--- src/cts_pkg.sv ---
// Shared types, constants and helpers of the calculator token scanner.
package cts_pkg;

  localparam int unsigned DefMaxTokenLen = 128;
  localparam int unsigned DefQueueDepth  = 4;
  localparam int unsigned LenW           = 8;
  localparam int unsigned CharW          = 8;
  localparam int unsigned OutDataW       = 16;

  typedef enum logic [3:0] {
    KIND_READ    = 4'd0,
    KIND_WRITE   = 4'd1,
    KIND_ID      = 4'd2,
    KIND_LIT     = 4'd3,
    KIND_GETS    = 4'd4,
    KIND_ADD     = 4'd5,
    KIND_SUB     = 4'd6,
    KIND_MUL     = 4'd7,
    KIND_DIV     = 4'd8,
    KIND_LPAREN  = 4'd9,
    KIND_RPAREN  = 4'd10,
    KIND_EQ      = 4'd11,
    KIND_LESS    = 4'd12,
    KIND_GREATER = 4'd13,
    KIND_EOF     = 4'd14,
    KIND_ERROR   = 4'd15
  } kind_e;

  typedef struct packed {
    kind_e           kind;
    logic [LenW-1:0] length;
    logic            overflow;
  } tok_t;

  // One queue entry: every result that one accepted character causes.
  // The second token, when present, always has zero length and no overflow.
  typedef struct packed {
    logic  two;
    tok_t  first;
    kind_e second_kind;
  } rec_t;

  localparam logic [CharW-1:0] ChUnderscore = 8'h5f;
  localparam logic [CharW-1:0] ChColon      = 8'h3a;
  localparam logic [CharW-1:0] ChEquals     = 8'h3d;

  // Letter of "read" at a position; zero past the end.
  function automatic logic [CharW-1:0] kw_read_char(input logic [LenW-1:0] pos);
    logic [CharW-1:0] ch;
    unique case (pos)
      8'd0:    ch = 8'h72;
      8'd1:    ch = 8'h65;
      8'd2:    ch = 8'h61;
      8'd3:    ch = 8'h64;
      default: ch = 8'h00;
    endcase
    return ch;
  endfunction

  // Letter of "write" at a position; zero past the end.
  function automatic logic [CharW-1:0] kw_write_char(input logic [LenW-1:0] pos);
    logic [CharW-1:0] ch;
    unique case (pos)
      8'd0:    ch = 8'h77;
      8'd1:    ch = 8'h72;
      8'd2:    ch = 8'h69;
      8'd3:    ch = 8'h74;
      8'd4:    ch = 8'h65;
      default: ch = 8'h00;
    endcase
    return ch;
  endfunction

endpackage

--- src/cts_front.sv ---
// Front end: accepts characters, tracks the scan mode and builds token records.
module cts_front import cts_pkg::*; #(
  parameter int unsigned MAX_TOKEN_LEN = DefMaxTokenLen
) (
  input  logic             clk_i,
  input  logic             rst_ni,
  input  logic             accept_i,
  input  logic [CharW-1:0] char_i,
  input  logic             eoi_i,
  output logic             push_o,
  output rec_t             rec_o
);

  localparam logic [LenW-1:0] MaxLen = LenW'(MAX_TOKEN_LEN);

  typedef enum logic [4:0] {
    MODE_IDLE  = 5'b00001,
    MODE_IDENT = 5'b00010,
    MODE_LIT   = 5'b00100,
    MODE_COLON = 5'b01000,
    MODE_HALT  = 5'b10000
  } mode_e;

  mode_e           mode_q, mode_d;
  logic [LenW-1:0] len_q, len_d;
  logic            read_q, read_d;
  logic            write_q, write_d;
  logic            ovf_q, ovf_d;

  logic  is_alpha, is_digit, is_space;
  logic  op_valid;
  kind_e op_kind;
  logic  cont;
  kind_e run_kind;

  assign is_alpha = (char_i >= 8'h61 && char_i <= 8'h7a) || (char_i >= 8'h41 && char_i <= 8'h5a);
  assign is_digit = char_i >= 8'h30 && char_i <= 8'h39;
  assign is_space = char_i == 8'h20 || (char_i >= 8'h09 && char_i <= 8'h0d);

  // Single-character operators; anything else that is not handled is illegal.
  always_comb begin
    op_valid = 1'b1;
    unique case (char_i)
      8'h2b:   op_kind = KIND_ADD;
      8'h2d:   op_kind = KIND_SUB;
      8'h2a:   op_kind = KIND_MUL;
      8'h2f:   op_kind = KIND_DIV;
      8'h28:   op_kind = KIND_LPAREN;
      8'h29:   op_kind = KIND_RPAREN;
      8'h3d:   op_kind = KIND_EQ;
      8'h3c:   op_kind = KIND_LESS;
      8'h3e:   op_kind = KIND_GREATER;
      default: begin
        op_kind  = KIND_ERROR;
        op_valid = 1'b0;
      end
    endcase
  end

  assign cont = !eoi_i && ((mode_q == MODE_IDENT)
                           ? (is_alpha || is_digit || char_i == ChUnderscore)
                           : is_digit);

  always_comb begin
    if (mode_q == MODE_IDENT) begin
      if (read_q && len_q == 8'd4) begin
        run_kind = KIND_READ;
      end else if (write_q && len_q == 8'd5) begin
        run_kind = KIND_WRITE;
      end else begin
        run_kind = KIND_ID;
      end
    end else begin
      run_kind = KIND_LIT;
    end
  end

  always_comb begin
    logic  idle_emit;
    kind_e idle_kind;
    mode_d  = mode_q;
    len_d   = len_q;
    read_d  = read_q;
    write_d = write_q;
    ovf_d   = ovf_q;
    push_o  = 1'b0;
    rec_o   = '{two: 1'b0,
                first: '{kind: KIND_EOF, length: '0, overflow: 1'b0},
                second_kind: KIND_EOF};
    idle_emit = 1'b0;
    idle_kind = op_kind;

    // Shared handling of a character seen while idle (no result by itself
    // for whitespace, run starts and a colon).
    if (accept_i && !eoi_i && (mode_q == MODE_IDLE || ((mode_q == MODE_IDENT ||
        mode_q == MODE_LIT) && !cont))) begin
      priority if (is_space) begin
        mode_d = MODE_IDLE;
      end else if (is_alpha || is_digit) begin
        mode_d  = is_alpha ? MODE_IDENT : MODE_LIT;
        len_d   = 8'd1;
        ovf_d   = 1'b0;
        read_d  = is_alpha && char_i == kw_read_char(8'd0);
        write_d = is_alpha && char_i == kw_write_char(8'd0);
      end else if (char_i == ChColon) begin
        mode_d = MODE_COLON;
      end else begin
        idle_emit = 1'b1;
        mode_d    = op_valid ? MODE_IDLE : MODE_HALT;
      end
    end

    if (accept_i) begin
      unique case (mode_q)
        MODE_HALT: begin
          mode_d = MODE_HALT;
        end
        MODE_COLON: begin
          push_o = 1'b1;
          if (!eoi_i && char_i == ChEquals) begin
            rec_o.first.kind = KIND_GETS;
            mode_d           = MODE_IDLE;
          end else begin
            rec_o.first.kind = KIND_ERROR;
            mode_d           = MODE_HALT;
          end
        end
        MODE_IDENT, MODE_LIT: begin
          if (cont) begin
            read_d  = read_q && len_q < 8'd4 && char_i == kw_read_char(len_q);
            write_d = write_q && len_q < 8'd5 && char_i == kw_write_char(len_q);
            if (len_q >= MaxLen) begin
              ovf_d = 1'b1;
            end else begin
              len_d = len_q + 8'd1;
            end
          end else begin
            push_o         = 1'b1;
            rec_o.first    = '{kind: run_kind, length: len_q, overflow: ovf_q};
            if (eoi_i) begin
              mode_d            = MODE_IDLE;
              rec_o.two         = 1'b1;
              rec_o.second_kind = KIND_EOF;
            end else begin
              rec_o.two         = idle_emit;
              rec_o.second_kind = idle_kind;
            end
          end
        end
        MODE_IDLE: begin
          if (eoi_i) begin
            push_o = 1'b1;
          end else begin
            push_o           = idle_emit;
            rec_o.first.kind = idle_kind;
          end
        end
        default: begin
          mode_d = MODE_IDLE;
        end
      endcase
    end
  end

  always_ff @(posedge clk_i or negedge rst_ni) begin
    if (!rst_ni) begin
      mode_q  <= MODE_IDLE;
      len_q   <= '0;
      read_q  <= 1'b0;
      write_q <= 1'b0;
      ovf_q   <= 1'b0;
    end else begin
      mode_q  <= mode_d;
      len_q   <= len_d;
      read_q  <= read_d;
      write_q <= write_d;
      ovf_q   <= ovf_d;
    end
  end

endmodule

--- src/cts_queue.sv ---
// Short record queue between the scanner front end and the output side.
module cts_queue import cts_pkg::*; #(
  parameter int unsigned DEPTH = DefQueueDepth
) (
  input  logic clk_i,
  input  logic rst_ni,
  input  logic push_i,
  input  rec_t push_rec_i,
  input  logic pop_i,
  output rec_t pop_rec_o,
  output logic full_o,
  output logic empty_o
);

  localparam int unsigned PtrW = (DEPTH > 1) ? $clog2(DEPTH) : 1;
  localparam int unsigned CntW = $clog2(DEPTH + 1);
  localparam logic [PtrW-1:0] LastPtr = PtrW'(DEPTH - 1);
  localparam logic [CntW-1:0] FullCnt = CntW'(DEPTH);

  rec_t            entries_q [DEPTH];
  logic [PtrW-1:0] wr_ptr_q, rd_ptr_q;
  logic [CntW-1:0] count_q;
  logic            do_push, do_pop;

  assign full_o    = count_q == FullCnt;
  assign empty_o   = count_q == '0;
  assign do_push   = push_i && !full_o;
  assign do_pop    = pop_i && !empty_o;
  assign pop_rec_o = entries_q[rd_ptr_q];

  always_ff @(posedge clk_i) begin
    if (do_push) begin
      entries_q[wr_ptr_q] <= push_rec_i;
    end
  end

  always_ff @(posedge clk_i or negedge rst_ni) begin
    if (!rst_ni) begin
      wr_ptr_q <= '0;
      rd_ptr_q <= '0;
      count_q  <= '0;
    end else begin
      if (do_push) begin
        wr_ptr_q <= (wr_ptr_q == LastPtr) ? '0 : wr_ptr_q + 1'b1;
      end
      if (do_pop) begin
        rd_ptr_q <= (rd_ptr_q == LastPtr) ? '0 : rd_ptr_q + 1'b1;
      end
      if (do_push && !do_pop) begin
        count_q <= count_q + 1'b1;
      end else if (do_pop && !do_push) begin
        count_q <= count_q - 1'b1;
      end
    end
  end

endmodule

--- src/cts_back.sv ---
// Back end: unpacks queued records into single tokens on a registered output.
module cts_back import cts_pkg::*; (
  input  logic clk_i,
  input  logic rst_ni,
  input  rec_t rec_i,
  input  logic rec_valid_i,
  output logic pop_o,
  output logic out_valid_o,
  input  logic out_ready_i,
  output tok_t out_tok_o,
  output logic out_last_o
);

  logic  out_valid_q, out_valid_d;
  tok_t  out_tok_q, out_tok_d;
  logic  out_last_q, out_last_d;
  logic  pend_q, pend_d;
  kind_e pend_kind_q, pend_kind_d;
  logic  load;

  assign load = !out_valid_q || out_ready_i;

  always_comb begin
    out_valid_d = out_valid_q;
    out_tok_d   = out_tok_q;
    out_last_d  = out_last_q;
    pend_d      = pend_q;
    pend_kind_d = pend_kind_q;
    pop_o       = 1'b0;
    if (load) begin
      priority if (pend_q) begin
        // Second token of the held record closes the group.
        out_valid_d = 1'b1;
        out_tok_d   = '{kind: pend_kind_q, length: '0, overflow: 1'b0};
        out_last_d  = 1'b1;
        pend_d      = 1'b0;
      end else if (rec_valid_i) begin
        pop_o       = 1'b1;
        out_valid_d = 1'b1;
        out_tok_d   = rec_i.first;
        out_last_d  = !rec_i.two;
        pend_d      = rec_i.two;
        pend_kind_d = rec_i.second_kind;
      end else begin
        out_valid_d = 1'b0;
      end
    end
  end

  always_ff @(posedge clk_i) begin
    out_tok_q   <= out_tok_d;
    out_last_q  <= out_last_d;
    pend_kind_q <= pend_kind_d;
  end

  always_ff @(posedge clk_i or negedge rst_ni) begin
    if (!rst_ni) begin
      out_valid_q <= 1'b0;
      pend_q      <= 1'b0;
    end else begin
      out_valid_q <= out_valid_d;
      pend_q      <= pend_d;
    end
  end

  assign out_valid_o = out_valid_q;
  assign out_tok_o   = out_tok_q;
  assign out_last_o  = out_last_q;

endmodule

--- src/calculator_token_scanner.sv ---
// Top level of the calculator token scanner.
//
// Streaming token scanner for the small calculator language. One character
// (or, with s_axis_tuser high, an end-of-input mark) enters per transfer, and
// a character is taken in every cycle as long as the internal record queue
// has room. The front end updates the scan state in the same cycle and queues
// one record per character that finishes something; the back end turns each
// record into one or two token transfers on the master side, one per cycle
// while m_axis_tready is high, through an output register. A character that
// ends an identifier or literal and is itself an operator produces two
// tokens, so the sustained rate is one character per cycle limited only by
// the output side draining at one token per cycle. Each record is written
// into the queue and then loaded into the output register. Whitespace is
// dropped; identifiers and literals report their length, saturated at
// MAX_TOKEN_LEN with length_overflow set when it was exceeded; "read" and
// "write" come out as keywords. An illegal character or a colon not followed
// by '=' yields an error token, after which all input is absorbed with no
// output until reset. m_axis_tlast marks the final token caused by one input.
module calculator_token_scanner import cts_pkg::*; #(
  parameter int unsigned MAX_TOKEN_LEN = DefMaxTokenLen,
  parameter int unsigned QUEUE_DEPTH   = DefQueueDepth
) (
  input  logic                clk_i,
  input  logic                rst_ni,
  input  logic                s_axis_tvalid,
  output logic                s_axis_tready,
  input  logic [CharW-1:0]    s_axis_tdata,   // [7:0] char_code
  input  logic                s_axis_tuser,   // [0] end_of_input
  output logic                m_axis_tvalid,
  input  logic                m_axis_tready,
  output logic [OutDataW-1:0] m_axis_tdata,   // [3:0] token_kind, [11:4] token_length,
                                              // [12] length_overflow, [15:13] zero
  output logic                m_axis_tlast    // last_result
);

  logic accept;
  logic push;
  rec_t push_rec;
  rec_t pop_rec;
  logic pop;
  logic full, empty;
  tok_t out_tok;

  // Take a character whenever the queue can hold its record.
  assign s_axis_tready = !full;
  assign accept        = s_axis_tvalid && s_axis_tready;

  cts_front #(
    .MAX_TOKEN_LEN(MAX_TOKEN_LEN)
  ) u_front (
    .clk_i   (clk_i),
    .rst_ni  (rst_ni),
    .accept_i(accept),
    .char_i  (s_axis_tdata),
    .eoi_i   (s_axis_tuser),
    .push_o  (push),
    .rec_o   (push_rec)
  );

  cts_queue #(
    .DEPTH(QUEUE_DEPTH)
  ) u_queue (
    .clk_i     (clk_i),
    .rst_ni    (rst_ni),
    .push_i    (push),
    .push_rec_i(push_rec),
    .pop_i     (pop),
    .pop_rec_o (pop_rec),
    .full_o    (full),
    .empty_o   (empty)
  );

  cts_back u_back (
    .clk_i      (clk_i),
    .rst_ni     (rst_ni),
    .rec_i      (pop_rec),
    .rec_valid_i(!empty),
    .pop_o      (pop),
    .out_valid_o(m_axis_tvalid),
    .out_ready_i(m_axis_tready),
    .out_tok_o  (out_tok),
    .out_last_o (m_axis_tlast)
  );

  // Pack the token fields, lowest field first, zero padding on top.
  assign m_axis_tdata = {3'b000, out_tok.overflow, out_tok.length, out_tok.kind};

endmodule
--- config.mk ---
export PLATFORM = sky130hd
export DESIGN_NAME = calculator_token_scanner
export DESIGN_NICKNAME = d
export VERILOG_FILES = /design/src/cts_pkg.sv /design/src/cts_front.sv /design/src/cts_queue.sv /design/src/cts_back.sv /design/src/calculator_token_scanner.sv
export SDC_FILE = /design/constraint.sdc
export NUM_CORES = 1
export LEC_CHECK = 0
export BUFFER_PORTS_ARGS = -buffer_cell sky130_fd_sc_hd__buf_2
export CAP_MARGIN = 20
export CORE_MARGIN = 2
export CORE_UTILIZATION = 30
export CTS_CLUSTER_SIZE = 40
export DETAILED_ROUTE_END_ITERATION = 10
export GPL_ROUTABILITY_DRIVEN = 0
export PLACE_DENSITY_LB_ADDON = 0.1
export SYNTH_ARGS = -nofsm -noshare
export SYNTH_HDL_FRONTEND = slang
export SYNTH_SLANG_ARGS = --single-unit
--- constraint.sdc ---
create_clock -name clk_i -period 4.05 [get_ports clk_i]
set_clock_uncertainty 0.05 [all_clocks]
set_input_delay 0.81 -clock clk_i [delete_from_list [all_inputs] [get_ports clk_i]]
set_output_delay 0.81 -clock clk_i [all_outputs]
set_load 0.02 [all_outputs]
* After elaboration in Yosys (flattened, before gate mapping)
Memories as Yosys holds them, arrays and structs flattened. Cells that the tools add are included. Widths: inputs -> output; s select.
Storage, ports and cells: logic and storage cells 189, bits of input ports 13, register bits 43, memories 1, memory bits (writable) 72, output and inout bits 19
Memories:
- u_queue.entries_q | depth 4, bits a word 18, rd ports 1, clocked after memory_dff 0, wr ports 1, line cts_queue.sv:20 | rec_t entries_q [DEPTH];
Operators by class: order comparisons 11, bitwise gates (word level) 2, add/sub/neg operators 5, reduce and logical (&&, ||, !) cells 44, eq/ne operators 30, mux-type cells 81
Operators with widths (count):
- $mux 8 | 13
- $eq 8x6->1 const B | 11
- $mux 5 | 9
- $mux 13 | 3
- $mux 1 | 38
- $mux 18 | 2
- $pmux 4 s9 | 1
- $pmux 7 s5 | 1
- $pmux 7 s4 | 1
- $eq 8x7->1 const B | 3
- $logic_and 1x1->1 | 22
- $pmux 5 s4 | 1
- $eq 8x2->1 const B | 2
- $eq 8x3->1 const B | 2
- $eq 8x8->1 | 2
- $ge 8x7->1 const B | 2
- $le 8x7->1 const B | 2
- $lt 8x3->1 const B | 2
- $mux 4 | 4
- $pmux 4 s3 | 1
- $mux 3 | 3
- $reduce_or 9->1 | 1
- $add 8x1->8 const B | 1
- $eq 8x1->1 const B | 1
- 27 further kinds | 45

* Logic depth before layout (Yosys ltp)
Gate-level depths: netlist (run 1).
depth after elaboration 20, depth in mapped cells 13, depth with buffers taken out 11

* Cells and area by module
From an unflattened synthesis (run 1), not the netlist that was laid out.
Unflattened totals: cell total of the unflattened synthesis 440, area, all modules 5740.5 um2
By module, submodules not included:
- cts_queue | cells an instance 131, sequential area each 2337.2 um2, times used 1, area each 3034.2 um2
- cts_front | cells an instance 258, sequential area each 401.6 um2, times used 1, area each 1893.1 um2
- cts_back | cells an instance 44, sequential area each 590.6 um2, times used 1, area each 773.2 um2
- calculator_token_scanner | cells an instance 7, sequential area each 0.0 um2, times used 1, area each 40.0 um2

* Worst setup path before layout (run 1)
OpenSTA, ideal clock, no wires.
path type input -> register, from input port s_axis_tdata[1], to register u_queue.count_q[1], required time 3.875 ns, arrival 3.030 ns, setup slack 0.846 ns, library setup time 0.125 ns, stages on the path 10, cells stage by stage clkbuf_1 o21ai_0 nand2_2 o21ai_1 o22ai_1 o31a_1 ha_1 inv_1 fa_1 mux2_2
Between the ends: longest elaborated chain between the ends 19
RTL lines:
- start, declared | line calculator_token_scanner.sv:27 | input logic [CharW-1:0] s_axis_tdata,
- $ge 8x7->1 or $le 8x7->1 (tied branches) | line cts_front.sv:36 | assign is_alpha = (char_i >= 8'h61 && char_i <= 8'h7a) || (char_i >= 8'h41 && char_i <= 8'h5a);
- $logic_and 1x1->1 | line cts_front.sv:36
- $logic_or 1x1->1 | line cts_front.sv:36
- $logic_or 1x1->1 | line cts_front.sv:61, cts_front.sv:99
- $logic_or 1x1->1 | line cts_front.sv:61 | ? (is_alpha || is_digit || char_i == ChUnderscore)
- $mux 1 | line cts_front.sv:61
- $logic_and 1x1->1 | line cts_front.sv:60 | assign cont = !eoi_i && ((mode_q == MODE_IDENT)
- $logic_not 1->1 | line cts_front.sv:96 | mode_q == MODE_LIT) && !cont))) begin
- [4 not listed]
- $mux 1 | line cts_front.sv:151 | if (eoi_i) begin
- $pmux 1 s3 * | line cts_front.sv:114 | unique case (mode_q)
- $mux 1 * | line cts_front.sv:113 | if (accept_i) begin
- $logic_and 1x1->1 * | line cts_queue.sv:27 | assign do_push = push_i && !full_o;
- via u_queue.do_push | line cts_queue.sv:23 | logic do_push, do_pop;
- $logic_not 1->1 | line cts_queue.sv:51 | end else if (do_pop && !do_push) begin
- $logic_and 1x1->1 | line cts_queue.sv:51
- $reduce_bool 2->1 (no line)
- end signal, assigned | line cts_queue.sv:50 | count_q <= count_q + 1'b1;
- end signal, assigned | line cts_queue.sv:52 | count_q <= count_q - 1'b1;
- end, declared | line cts_queue.sv:22 | logic [CntW-1:0] count_q;
Mark *: on every way through the listed nets, which the timed path passes. The rest lies on a longest branch. A chain may end at the register's enable or synchronous reset.

* Final worst setup path (run 1)
from register u_front.mode_q[4], to register u_queue.count_q[2]
Between the ends: longest elaborated chain between the ends 15
RTL lines:
- start, declared | line cts_front.sv:24 | mode_e mode_q, mode_d;
- start signal, assigned | line cts_front.sv:173 | mode_q <= mode_d;
- $eq 5x2->1 | line cts_front.sv:60, cts_front.sv:95, cts_front.sv:114
- $mux 1 | line cts_front.sv:61
- $logic_and 1x1->1 | line cts_front.sv:60
- $logic_not 1->1 | line cts_front.sv:96
- $logic_and 1x1->1 | line cts_front.sv:96
- $logic_or 1x1->1 | line cts_front.sv:95 | if (accept_i && !eoi_i && (mode_q == MODE_IDLE || ((mode_q == MODE_IDENT ||
- $logic_and 1x1->1 | line cts_front.sv:95
- $mux 1 | line cts_front.sv:95
- $mux 1 | line cts_front.sv:151
- $pmux 1 s3 * | line cts_front.sv:114
- $mux 1 * | line cts_front.sv:113
- $logic_and 1x1->1 * | line cts_queue.sv:27
- via u_queue.do_push | line cts_queue.sv:23
- $logic_not 1->1 | line cts_queue.sv:51
- $logic_and 1x1->1 | line cts_queue.sv:51
- $reduce_bool 2->1 (no line)
Marked as above.

==> reports/qor.csv, run 1 <==
stage;metric;value;unit
layout;nNetsFinal;502;
logic_synthesis;ys_dominant_reg_cell;sky130_fd_sc_hd__edfxtp_1;
layout;drive_above_1_share;0.212;
global_routing;grt_start_max_net_pins;26;
floorplanning;num_rows;50;
logic_synthesis;yosysTopAreaCellShare;0.468;
placed_design;placement.io_buffers;28;
floorplanning;start_util;0.307;
routing;post-route-drc-count;0;
layout;insertedDiodeCount;0;
power;seq_power_share;0.403;
layout;finalCoreUtilization;0.359;
power;power.clock.fraction;0.350;
routing;ant_nets;0;
worst_setup_path;worst-path-max-fanout;9;
power;sw_frac;0.301;
cts;ctsLongestPathBuffers;2;
routing;route.final.wire_length;13.1;mm
sta;finalCritPeriodShare;0.781;
worst_setup_path;timing.critical_path.from_type;register;
placed_design;dpl_ws;543;ps
global_routing;grt_pass1_wl;21.1;mm
cts;postCtsSetupRepairBufs;0;
logic_synthesis;yosysMostFrequentCell;sky130_fd_sc_hd__edfxtp_1;
power;combPwrFrac;0.247;
logic_synthesis;ys.warnings.count;0;
logic_synthesis;synth_cell_type_count;76;
power;total_leakage_power;0.00236;uW
cts;clock_tree.htree_level_count;4;
logic_synthesis;yosys.area.top_type;sky130_fd_sc_hd__edfxtp_1;
sta;report.final.slew_viol_count;0;
sta;period_minus_slack;3160;ps
power;power_density;627;mW/mm2
flow_run;timing.max_cap.violations;0;
layout;signed_area_change_from_the_synthesized_netlist_to_the_final_layout;17.1;%
logic_synthesis;synth_cells;447;
placed_design;detailed_place_hpwl;9.16;mm
power;max-vdd-ir-drop;0.000245;V
floorplanning;floorplan.io_pins;32;
cts;ctsHoldBuffers;0;
global_routing;grt_overflow_total;0;
worst_setup_path;worst_ep_arrival_time;3440;ps
cts;clk_pin_slew;60;ps
worst_setup_path;timing.reg2reg.worst_path_depth;10;
sta;fmax;316;MHz
routing;routedWlPerCell;17.4;um
power;fin_total_pwr;4240;uW
sta;post_route_setup_tns;0;ps
logic_synthesis;synth-edff-count;90;
floorplanning;die_footprint;0.0204;mm2
sta;setup_viol;0;
logic_synthesis;synth_area;0.00578;mm2
global_routing;first_global_vias;3724;
cts;post_cts_resize_count;0;
floorplanning;die_width;143;um
min_path;hold_path_class;in2async;
sta;final_critical_path_setup_slack;888;ps
cts;cts_root_buf;sky130_fd_sc_hd__clkbuf_16;
power;power.internal;2970;uW
logic_synthesis;number_of_flip_flops_and_latches_in_the_synthesized_netlist;115;
routing;drt_pre_antenna_iters;4;
floorplanning;core_region_area;0.0188;mm2
global_routing;grt_usage;0.138;
sta;slew-limit-headroom;0.348;
logic_synthesis;yosys-top-cells-count;sky130_fd_sc_hd__edfxtp_1 (90), sky130_fd_sc_hd__dfrtp_1 (24), sky130_fd_sc_hd__nand2_1 (21);
worst_setup_path;required;4330;ps
cts;number_of_buffers_created_by_cts;17;
worst_setup_path;crit_slowest_cell;sky130_fd_sc_hd__or4_1;
floorplanning;die_height;143;um
routing;dr.first_iter.drc_count;244;
cts;cts_tree;yes;
worst_setup_path;worst_path_largest_cell_delay;730;ps
worst_setup_path;critical_path.cell_chain;or4_1 > a21oi_1 > o21bai_1 > o31a_1 > ha_1 > inv_1 > fa_1 > xor2_1 > nor2_1 > xor2_1;
cts;clock_latency;400;ps
routing;detail_route.vias_per_cell;4.95;
routing;routed_vias;3711;
worst_setup_path;timing.setup.critical_path_class;reg2reg;
logic_synthesis;ys_seq_area_frac;0.576;
logic_synthesis;postSynth.asyncResetShare;0.217;
sta;worst_pin_slew;977;ps
global_routing;grt_antenna_before_repair;0;
power;switchingPower;1280;uW
worst_setup_path;cpMostUsedCell;sky130_fd_sc_hd__xor2_1;
sta;finalHoldViolCount;0;
logic_synthesis;synth.avg_cell_area;12.9;um2
run_status;outcome;finished clean;
logic_synthesis;ys_top_cells_by_area;sky130_fd_sc_hd__edfxtp_1 (47%), sky130_fd_sc_hd__dfrtp_1 (10%), sky130_fd_sc_hd__mux4_2 (7.0%), sky130_fd_sc_hd__ha_1 (2.4%), sky130_fd_sc_hd__mux2i_1 (1.9%);
sta;grt_setup_unrepaired;false;
worst_setup_path;endpoint_kind;register;
cts;cts.sink_count;115;
==> worst paths after layout <==
path	start	slack, ps	to
min	rst_ni	390	u_queue.rd_ptr_q[0]$_DFFE_PN0P_
min reg2reg	u_front.ovf_q$_DFF_PN0_	430	u_front.ovf_q$_DFF_PN0_
max in group asynchronous	rst_ni	3110	u_front.ovf_q$_DFF_PN0_
max reg2reg	u_front.mode_q[4]$_DFF_PN0_	890	u_queue.count_q[2]$_DFFE_PN0P_
max	u_front.mode_q[4]$_DFF_PN0_	890	u_queue.count_q[2]$_DFFE_PN0P_
min in group clk_i	u_front.ovf_q$_DFF_PN0_	430	u_front.ovf_q$_DFF_PN0_
==> per-layer routing <==
layer	wire length, um	GRT usage	share of wire
met3	367	0.0335	0.028
met2	6460	0.231	0.49
met4	137	0.0453	0.010
met5	0	0	0
met1	6120	0.177	0.47
==> flip-flops by register name (all words and copies together), names as in the netlist, 2 cells and up <==
| name | flops |
|---|---|
| u_back.out_tok_o | 13 |
| u_queue.count_q | 3 |
| u_queue.entries_q | 72 |
| u_front.len_q | 8 |
| u_queue.rd_ptr_q | 2 |
| u_queue.wr_ptr_q | 2 |
| u_front.mode_q | 5 |
| u_back.pend_kind_q | 4 |
==> worst max-delay path, delay by kind of cell (launching register included) <==
family / cells / cell delay [ps]
compound gates: 3 / 660
xor+xnor: 2 / 310
fa+ha+maj: 2 / 660
buf+inv: 1 / 60
flops: 1 / 490
simple gates: 2 / 840
==> layout make-up <==
| cell class | instances | area, um2 |
|---|---|---|
| Timing Repair Buffer | 36 | 200 |
| Sequential cell | 115 | 3330 |
| Clock inverter | 14 | 163 |
| Tap cell | 260 | 325 |
| Clock buffer | 18 | 429 |
| Fill cell | 1837 | 12100 |
| Multi-Input combinational cell | 290 | 2260 |
| Inverter | 17 | 63.8 |
==> through the flow <==
| stage | hold slack [ps] | cell area [um2] | instances |
|---|---|---|---|
| floorplan | 392 | 5790 | 449 |
| global placement | 407 | 6180 | 718 |
| detailed placement | 421 | 6180 | 718 |
| CTS | 410 | 6770 | 750 |
| global route | 415 | 6770 | 750 |
| finish | 390 | 6770 | 750 |
==> cells by family after synthesis <==
family,synth area share
adder cells (fa/ha/maj),0.0273
XOR/XNOR,0.0106
AND/OR/NAND/NOR,0.142
flip-flops,0.576
multiplexers,0.107
buffers and inverters,0.0346
other,0.000649
AO/OA/AOI/OAI,0.102
==> power by group through the flow <==
stage / clock, uW / combinational [uW] / sequential (uW)
2_1_floorplan: 0 / 760 / 1720
3_3_place_gp: 0 / 1070 / 1740
3_5_place_dp: 0 / 1070 / 1740
4_1_cts: 1510 / 1070 / 1720
5_1_grt: 1570 / 1180 / 1750
6_report: 1480 / 1050 / 1710
==> layout by cell type (no fill, tap or decap), types with 4 or more instances in the layout <==
master                       count
sky130_fd_sc_hd__edfxtp_1       90
sky130_fd_sc_hd__buf_2          28
sky130_fd_sc_hd__dfrtp_1        24
sky130_fd_sc_hd__nand2_1        21
sky130_fd_sc_hd__nor2_1         20
sky130_fd_sc_hd__mux4_2         18
sky130_fd_sc_hd__a21oi_1        18
sky130_fd_sc_hd__clkbuf_16      17
sky130_fd_sc_hd__nor3_1         16
sky130_fd_sc_hd__o21ai_0        16
sky130_fd_sc_hd__inv_1          16
sky130_fd_sc_hd__nor2b_1        15
sky130_fd_sc_hd__nand3_1        15
sky130_fd_sc_hd__and2_1         12
sky130_fd_sc_hd__mux2i_1        11
sky130_fd_sc_hd__ha_1           11
sky130_fd_sc_hd__buf_4           8
sky130_fd_sc_hd__nand4_1         7
sky130_fd_sc_hd__mux2_2          7
sky130_fd_sc_hd__nand2b_1        5
sky130_fd_sc_hd__or3_1           5
sky130_fd_sc_hd__a31oi_1         5
sky130_fd_sc_hd__o22ai_1         5
sky130_fd_sc_hd__clkinvlp_4      5
sky130_fd_sc_hd__o21ai_1         4
sky130_fd_sc_hd__and3_1          4
sky130_fd_sc_hd__o21a_1          4
sky130_fd_sc_hd__xor2_1          4
sky130_fd_sc_hd__o211ai_1        4
(Power assumes the default switching activity.)
==> run 2: changes to the inputs <==
- clock period: 4.05 -> 3 ns (I/O delays scaled with it)
==> reports/qor.csv, run 2 (synthesized netlist as in run 1, its figures left out) <==
stage;metric;value;unit
cts;cts_tree;yes;
power;total_leakage_power;0.00258;uW
cts;number_of_buffers_created_by_cts;17;
cts;clock_latency;400;ps
worst_setup_path;required;3240;ps
worst_setup_path;crit_slowest_cell;sky130_fd_sc_hd__or4b_4;
floorplanning;num_rows;50;
layout;drive_above_1_share;0.272;
routing;dr.first_iter.drc_count;210;
layout;top_register;u_queue.entries_q;
floorplanning;die_height;143;um
routing;route.final.wire_length;13.2;mm
layout;most_frequent_standard_cell_in_the_layout_excluding_fill_and_tap_cells;sky130_fd_sc_hd__edfxtp_1;
layout;finalCoreUtilization;0.379;
cts;post_cts_resize_count;0;
floorplanning;start_util;0.307;
routing;routedWlPerCell;16.8;um
global_routing;grt_usage;0.139;
power;max-vdd-ir-drop;0.000328;V
placed_design;placed_cells_incl_taps;756;
global_routing;grt_antenna_before_repair;0;
routing;post-route-drc-count;0;
floorplanning;die_footprint;0.0204;mm2
global_routing;grt_start_max_net_pins;26;
worst_setup_path;worst_r2r_endpoint;u_queue.count_q[1]$_DFFE_PN0P_;
layout;multiInputGateArea;0.00226;mm2
cts;ctsLongestPathBuffers;2;
sta;post_route_setup_tns;0;ps
worst_setup_path;worst_ep_arrival_time;3090;ps
sta;worst_pin_slew;650;ps
floorplanning;core_region_area;0.0188;mm2
power;fin_total_pwr;5890;uW
worst_setup_path;crit_start;u_front.mode_q[2]$_DFF_PN0_;
worst_setup_path;timing.rr.start;u_front.mode_q[2]$_DFF_PN0_;
floorplanning;floorplan.io_pins;32;
sta;grt_setup_unrepaired;false;
sta;fmax;350;MHz
sta;setup_viol;0;
cts;ctsHoldBuffers;0;
placed_design;detailed_place_hpwl;9.51;mm
flow_run;timing.max_cap.violations;0;
worst_setup_path;critical_path.cell_chain;or4b_4 > o2bb2ai_2 > a21oi_1 > o21bai_1 > o31a_1 > ha_1 > inv_1 > fa_1 > mux2_2;
worst_setup_path;timing.reg2reg.worst_path_depth;9;
cts;postCtsSetupRepairBufs;0;
run_status;outcome;finished clean;
cts;clock_tree.htree_level_count;4;
worst_setup_path;worst_setup_path_endpoint;u_queue.count_q[1]$_DFFE_PN0P_;
sta;finalHoldViolCount;0;
cts;cts_root_buf;sky130_fd_sc_hd__clkbuf_16;
min_path;hold_path_class;in2async;
sta;slew-limit-headroom;0.567;
worst_setup_path;critical_path_depth;9;
worst_setup_path;timing.setup.critical_path_class;reg2reg;
worst_setup_path;critPathTopFamily;compound AO/OA/AOI/OAI gates;
layout;n_fill_cell;1818;
power;power_density;826;mW/mm2
routing;ant_nets;0;
cts;clk_pin_slew;50;ps
sta;hold_slack;164;ps
layout;instances_no_fill;789;
routing;detail_route.vias_per_cell;4.85;
cts;cts.sink_count;115;
layout;max_ffs_per_register;72;
sta;report.final.slew_viol_count;0;
global_routing;first_global_vias;3945;
layout;most-common-layout-cells;sky130_fd_sc_hd__edfxtp_1 (90), sky130_fd_sc_hd__buf_4 (42), sky130_fd_sc_hd__buf_2 (28);
layout;area.sequential;0.00333;mm2
worst_setup_path;worst_path_largest_cell_delay;550;ps
worst_setup_path;endpoint_kind;register;
worst_setup_path;worst-path-buf-inv;1;
sta;finalCritPeriodShare;0.952;
placed_design;placement.io_buffers;28;
sta;period_minus_slack;2860;ps
global_routing;grt_pass1_wl;21.3;mm
worst_setup_path;worst-path-max-fanout;7;
routing;routed_vias;3828;
global_routing;grt_overflow_total;0;
layout;insertedDiodeCount;0;
worst_setup_path;reg2reg_slack;140;ps
layout;signed_area_change_from_the_synthesized_netlist_to_the_final_layout;23.4;%
routing;drt_pre_antenna_iters;5;
layout;nNetsFinal;541;
worst_setup_path;timing.critical_path.from_type;register;
floorplanning;die_width;143;um
==> run 2: routing by layer <==
layer / routed length [um] / GRT usage / part of all wire
met2: 6510 / 0.228 / 0.49
met4: 187 / 0.0474 / 0.014
met1: 6140 / 0.179 / 0.46
met3: 398 / 0.0349 / 0.030
met5: 0 / 0 / 0
==> run 2: worst min-delay path by stage <==
stage	depth (start not counted)	startpoint	slack, ps	endpoint
3_3_place_gp	2	u_front.ovf_q$_DFF_PN0_	410	u_front.ovf_q$_DFF_PN0_
6_report	1	rst_ni	160	u_queue.wr_ptr_q[1]$_DFFE_PN0P_
5_1_grt	1	rst_ni	200	u_back.out_valid_o$_DFFE_PN0P_
3_5_place_dp	2	u_front.ovf_q$_DFF_PN0_	420	u_front.ovf_q$_DFF_PN0_
2_1_floorplan	0	rst_ni	250	u_back.out_valid_o$_DFFE_PN0P_
4_1_cts	1	rst_ni	180	u_back.out_valid_o$_DFFE_PN0P_
==> run 2: where the power goes <==
| group | switching [uW] | internal, uW | total [uW] | leakage [uW] |
|---|---|---|---|---|
| sequential | 197 | 2060 | 2250 | 0.00116 |
| combinational | 841 | 738 | 1580 | 0.00113 |
| clock | 684 | 1380 | 2060 | 0.000290 |
| total | 1720 | 4170 | 5890 | 0.00258 |
==> run 2: through the flow <==
step	cell area, um2	setup WS [ps]
after floorplan	5790	5.74
after global placement	6510	-91.4
after detailed placement	6510	-96.7
after CTS	7130	146
after global routing	7130	10.5
final	7130	144
==> run 2: cell type report <==
class                      instances  share of cell area
inverter                          17             0.00894
clock inverter                    15              0.0267
tap                              260              0.0456
clock buffer                      17              0.0596
timing repair buffer              75              0.0761
sequential                       115               0.467
multi-input combinational        290               0.316
==> run 2: worst reg2reg max path, stage by stage, from the launching register on <==
cell and delay [ps]:
sky130_fd_sc_hd__dfrtp_1 450, sky130_fd_sc_hd__or4b_4 550, sky130_fd_sc_hd__o2bb2ai_2 170, sky130_fd_sc_hd__a21oi_1 80
sky130_fd_sc_hd__o21bai_1 180, sky130_fd_sc_hd__o31a_1 320, sky130_fd_sc_hd__ha_1 200, sky130_fd_sc_hd__inv_1 80
sky130_fd_sc_hd__fa_1 380, sky130_fd_sc_hd__mux2_2 260
==> run 3: changes to the inputs <==
- MAX_ROUTING_LAYER: not set -> met4
==> reports/qor.csv, run 3 (synthesized netlist as in run 1, its figures left out) <==
stage;metric;value;unit
run_status;outcome;finished clean;
layout;most_frequent_standard_cell_in_the_layout_excluding_fill_and_tap_cells;sky130_fd_sc_hd__edfxtp_1;
cts;clock_tree.htree_level_count;4;
global_routing;grt_pass1_wl;21.3;mm
layout;max_ffs_per_register;72;
layout;finalCoreUtilization;0.379;
routing;post-route-drc-count;0;
cts;cts.sink_count;115;
placed_design;detailed_place_hpwl;9.51;mm
power;max-vdd-ir-drop;0.000326;V
sta;period_minus_slack;2860;ps
layout;insertedDiodeCount;0;
placed_design;placement.io_buffers;28;
sta;finalCritPeriodShare;0.952;
layout;drive_above_1_share;0.272;
routing;detail_route.vias_per_cell;4.81;
layout;area.sequential;0.00333;mm2
layout;top_register;u_queue.entries_q;
routing;dr.first_iter.drc_count;220;
layout;multiInputGateArea;0.00226;mm2
flow_run;timing.max_cap.violations;0;
routing;drt_pre_antenna_iters;5;
floorplanning;die_height;143;um
worst_setup_path;endpoint_kind;register;
cts;number_of_buffers_created_by_cts;17;
power;power_density;826;mW/mm2
worst_setup_path;timing.setup.critical_path_class;reg2reg;
global_routing;grt_overflow_total;0;
worst_setup_path;reg2reg_slack;140;ps
cts;ctsHoldBuffers;0;
global_routing;grt_start_max_net_pins;26;
floorplanning;start_util;0.307;
routing;route.final.wire_length;13.2;mm
sta;slew-limit-headroom;0.563;
worst_setup_path;required;3240;ps
floorplanning;core_region_area;0.0188;mm2
sta;hold_slack;173;ps
worst_setup_path;worst_ep_arrival_time;3090;ps
layout;instances_no_fill;789;
floorplanning;num_rows;50;
sta;grt_setup_unrepaired;false;
sta;setup_viol;0;
cts;cts_root_buf;sky130_fd_sc_hd__clkbuf_16;
placed_design;placed_cells_incl_taps;756;
worst_setup_path;worst-path-max-fanout;7;
cts;ctsLongestPathBuffers;2;
worst_setup_path;timing.critical_path.from_type;register;
global_routing;first_global_vias;3933;
routing;routedWlPerCell;16.8;um
cts;postCtsSetupRepairBufs;0;
layout;nNetsFinal;541;
cts;cts_tree;yes;
layout;most-common-layout-cells;sky130_fd_sc_hd__edfxtp_1 (90), sky130_fd_sc_hd__buf_4 (42), sky130_fd_sc_hd__buf_2 (28);
sta;worst_pin_slew;655;ps
layout;signed_area_change_from_the_synthesized_netlist_to_the_final_layout;23.4;%
power;fin_total_pwr;5890;uW
sta;report.final.slew_viol_count;0;
cts;post_cts_resize_count;0;
cts;clock_latency;400;ps
routing;ant_nets;0;
min_path;hold_path_class;in2async;
routing;routed_vias;3792;
global_routing;grt_usage;0.143;
floorplanning;die_width;143;um
floorplanning;floorplan.io_pins;32;
sta;finalHoldViolCount;0;
floorplanning;die_footprint;0.0204;mm2
sta;fmax;350;MHz
global_routing;grt_antenna_before_repair;0;
layout;n_fill_cell;1818;
power;total_leakage_power;0.00258;uW
cts;clk_pin_slew;50;ps
-- run 3: cell counts in the layout (fill, tap and decap cells not counted) --
Identical to the previous run, type by type.
-- run 3: power by group --
part	switching, uW	internal (uW)
logic	840	738
clock network	681	1380
registers	197	2060
total	1720	4170
-- run 3: critical path, stage by stage, from the launching register on --
cell and delay [ps]:
sky130_fd_sc_hd__dfrtp_1 450, sky130_fd_sc_hd__or4b_4 550, sky130_fd_sc_hd__o2bb2ai_2 170, sky130_fd_sc_hd__a21oi_1 80, sky130_fd_sc_hd__o21bai_1 180, sky130_fd_sc_hd__o31a_1 320
sky130_fd_sc_hd__ha_1 200, sky130_fd_sc_hd__inv_1 80, sky130_fd_sc_hd__fa_1 380, sky130_fd_sc_hd__mux2_2 260
-- run 3: path summary, 6_finish.rpt --
check / startpoint / endpoint / cells past startpoint
worst max-delay path: u_front.mode_q[2]$_DFF_PN0_ / u_queue.count_q[1]$_DFFE_PN0P_ / 9
worst min-delay path: rst_ni / u_back.out_valid_o$_DFFE_PN0P_ / 1
worst max register to register: u_front.mode_q[2]$_DFF_PN0_ / u_queue.count_q[1]$_DFFE_PN0P_ / 9
worst min register to register: u_front.ovf_q$_DFF_PN0_ / u_front.ovf_q$_DFF_PN0_ / 2
max in group asynchronous: rst_ni / u_front.len_q[0]$_DFF_PN0_ / 1
min in group clk_i: u_front.ovf_q$_DFF_PN0_ / u_front.ovf_q$_DFF_PN0_ / 2
-- run 3: final cells by class --
| type | count | share of cell area |
|---|---|---|
| sequential | 115 | 0.467 |
| multi-input combinational | 290 | 0.316 |
| timing repair buffer | 75 | 0.0761 |
| clock buffer | 17 | 0.0596 |
| tap | 260 | 0.0456 |
| clock inverter | 15 | 0.0267 |
| inverter | 17 | 0.00894 |
-- run 3: metal layers --
layer / GRT usage / up-vias / routed length (um)
li1: - / 1856 / -
met4: 0.0474 / 0 / 163
met1: 0.179 / 1855 / 6180
met3: 0.0349 / 12 / 332
met2: 0.228 / 69 / 6560
met5: - / - / 0
-- run 3: metrics by stage --
step / setup WS (ps) / instance area, um2 / TNS [ps]
CTS: 146 / 7130 / 0
global route: 10.5 / 7130 / 0
floorplan: 5.74 / 5790 / 0
detailed placement: -96.7 / 6510 / -110
global placement: -91.4 / 6510 / -91.4
finish: 144 / 7130 / 0
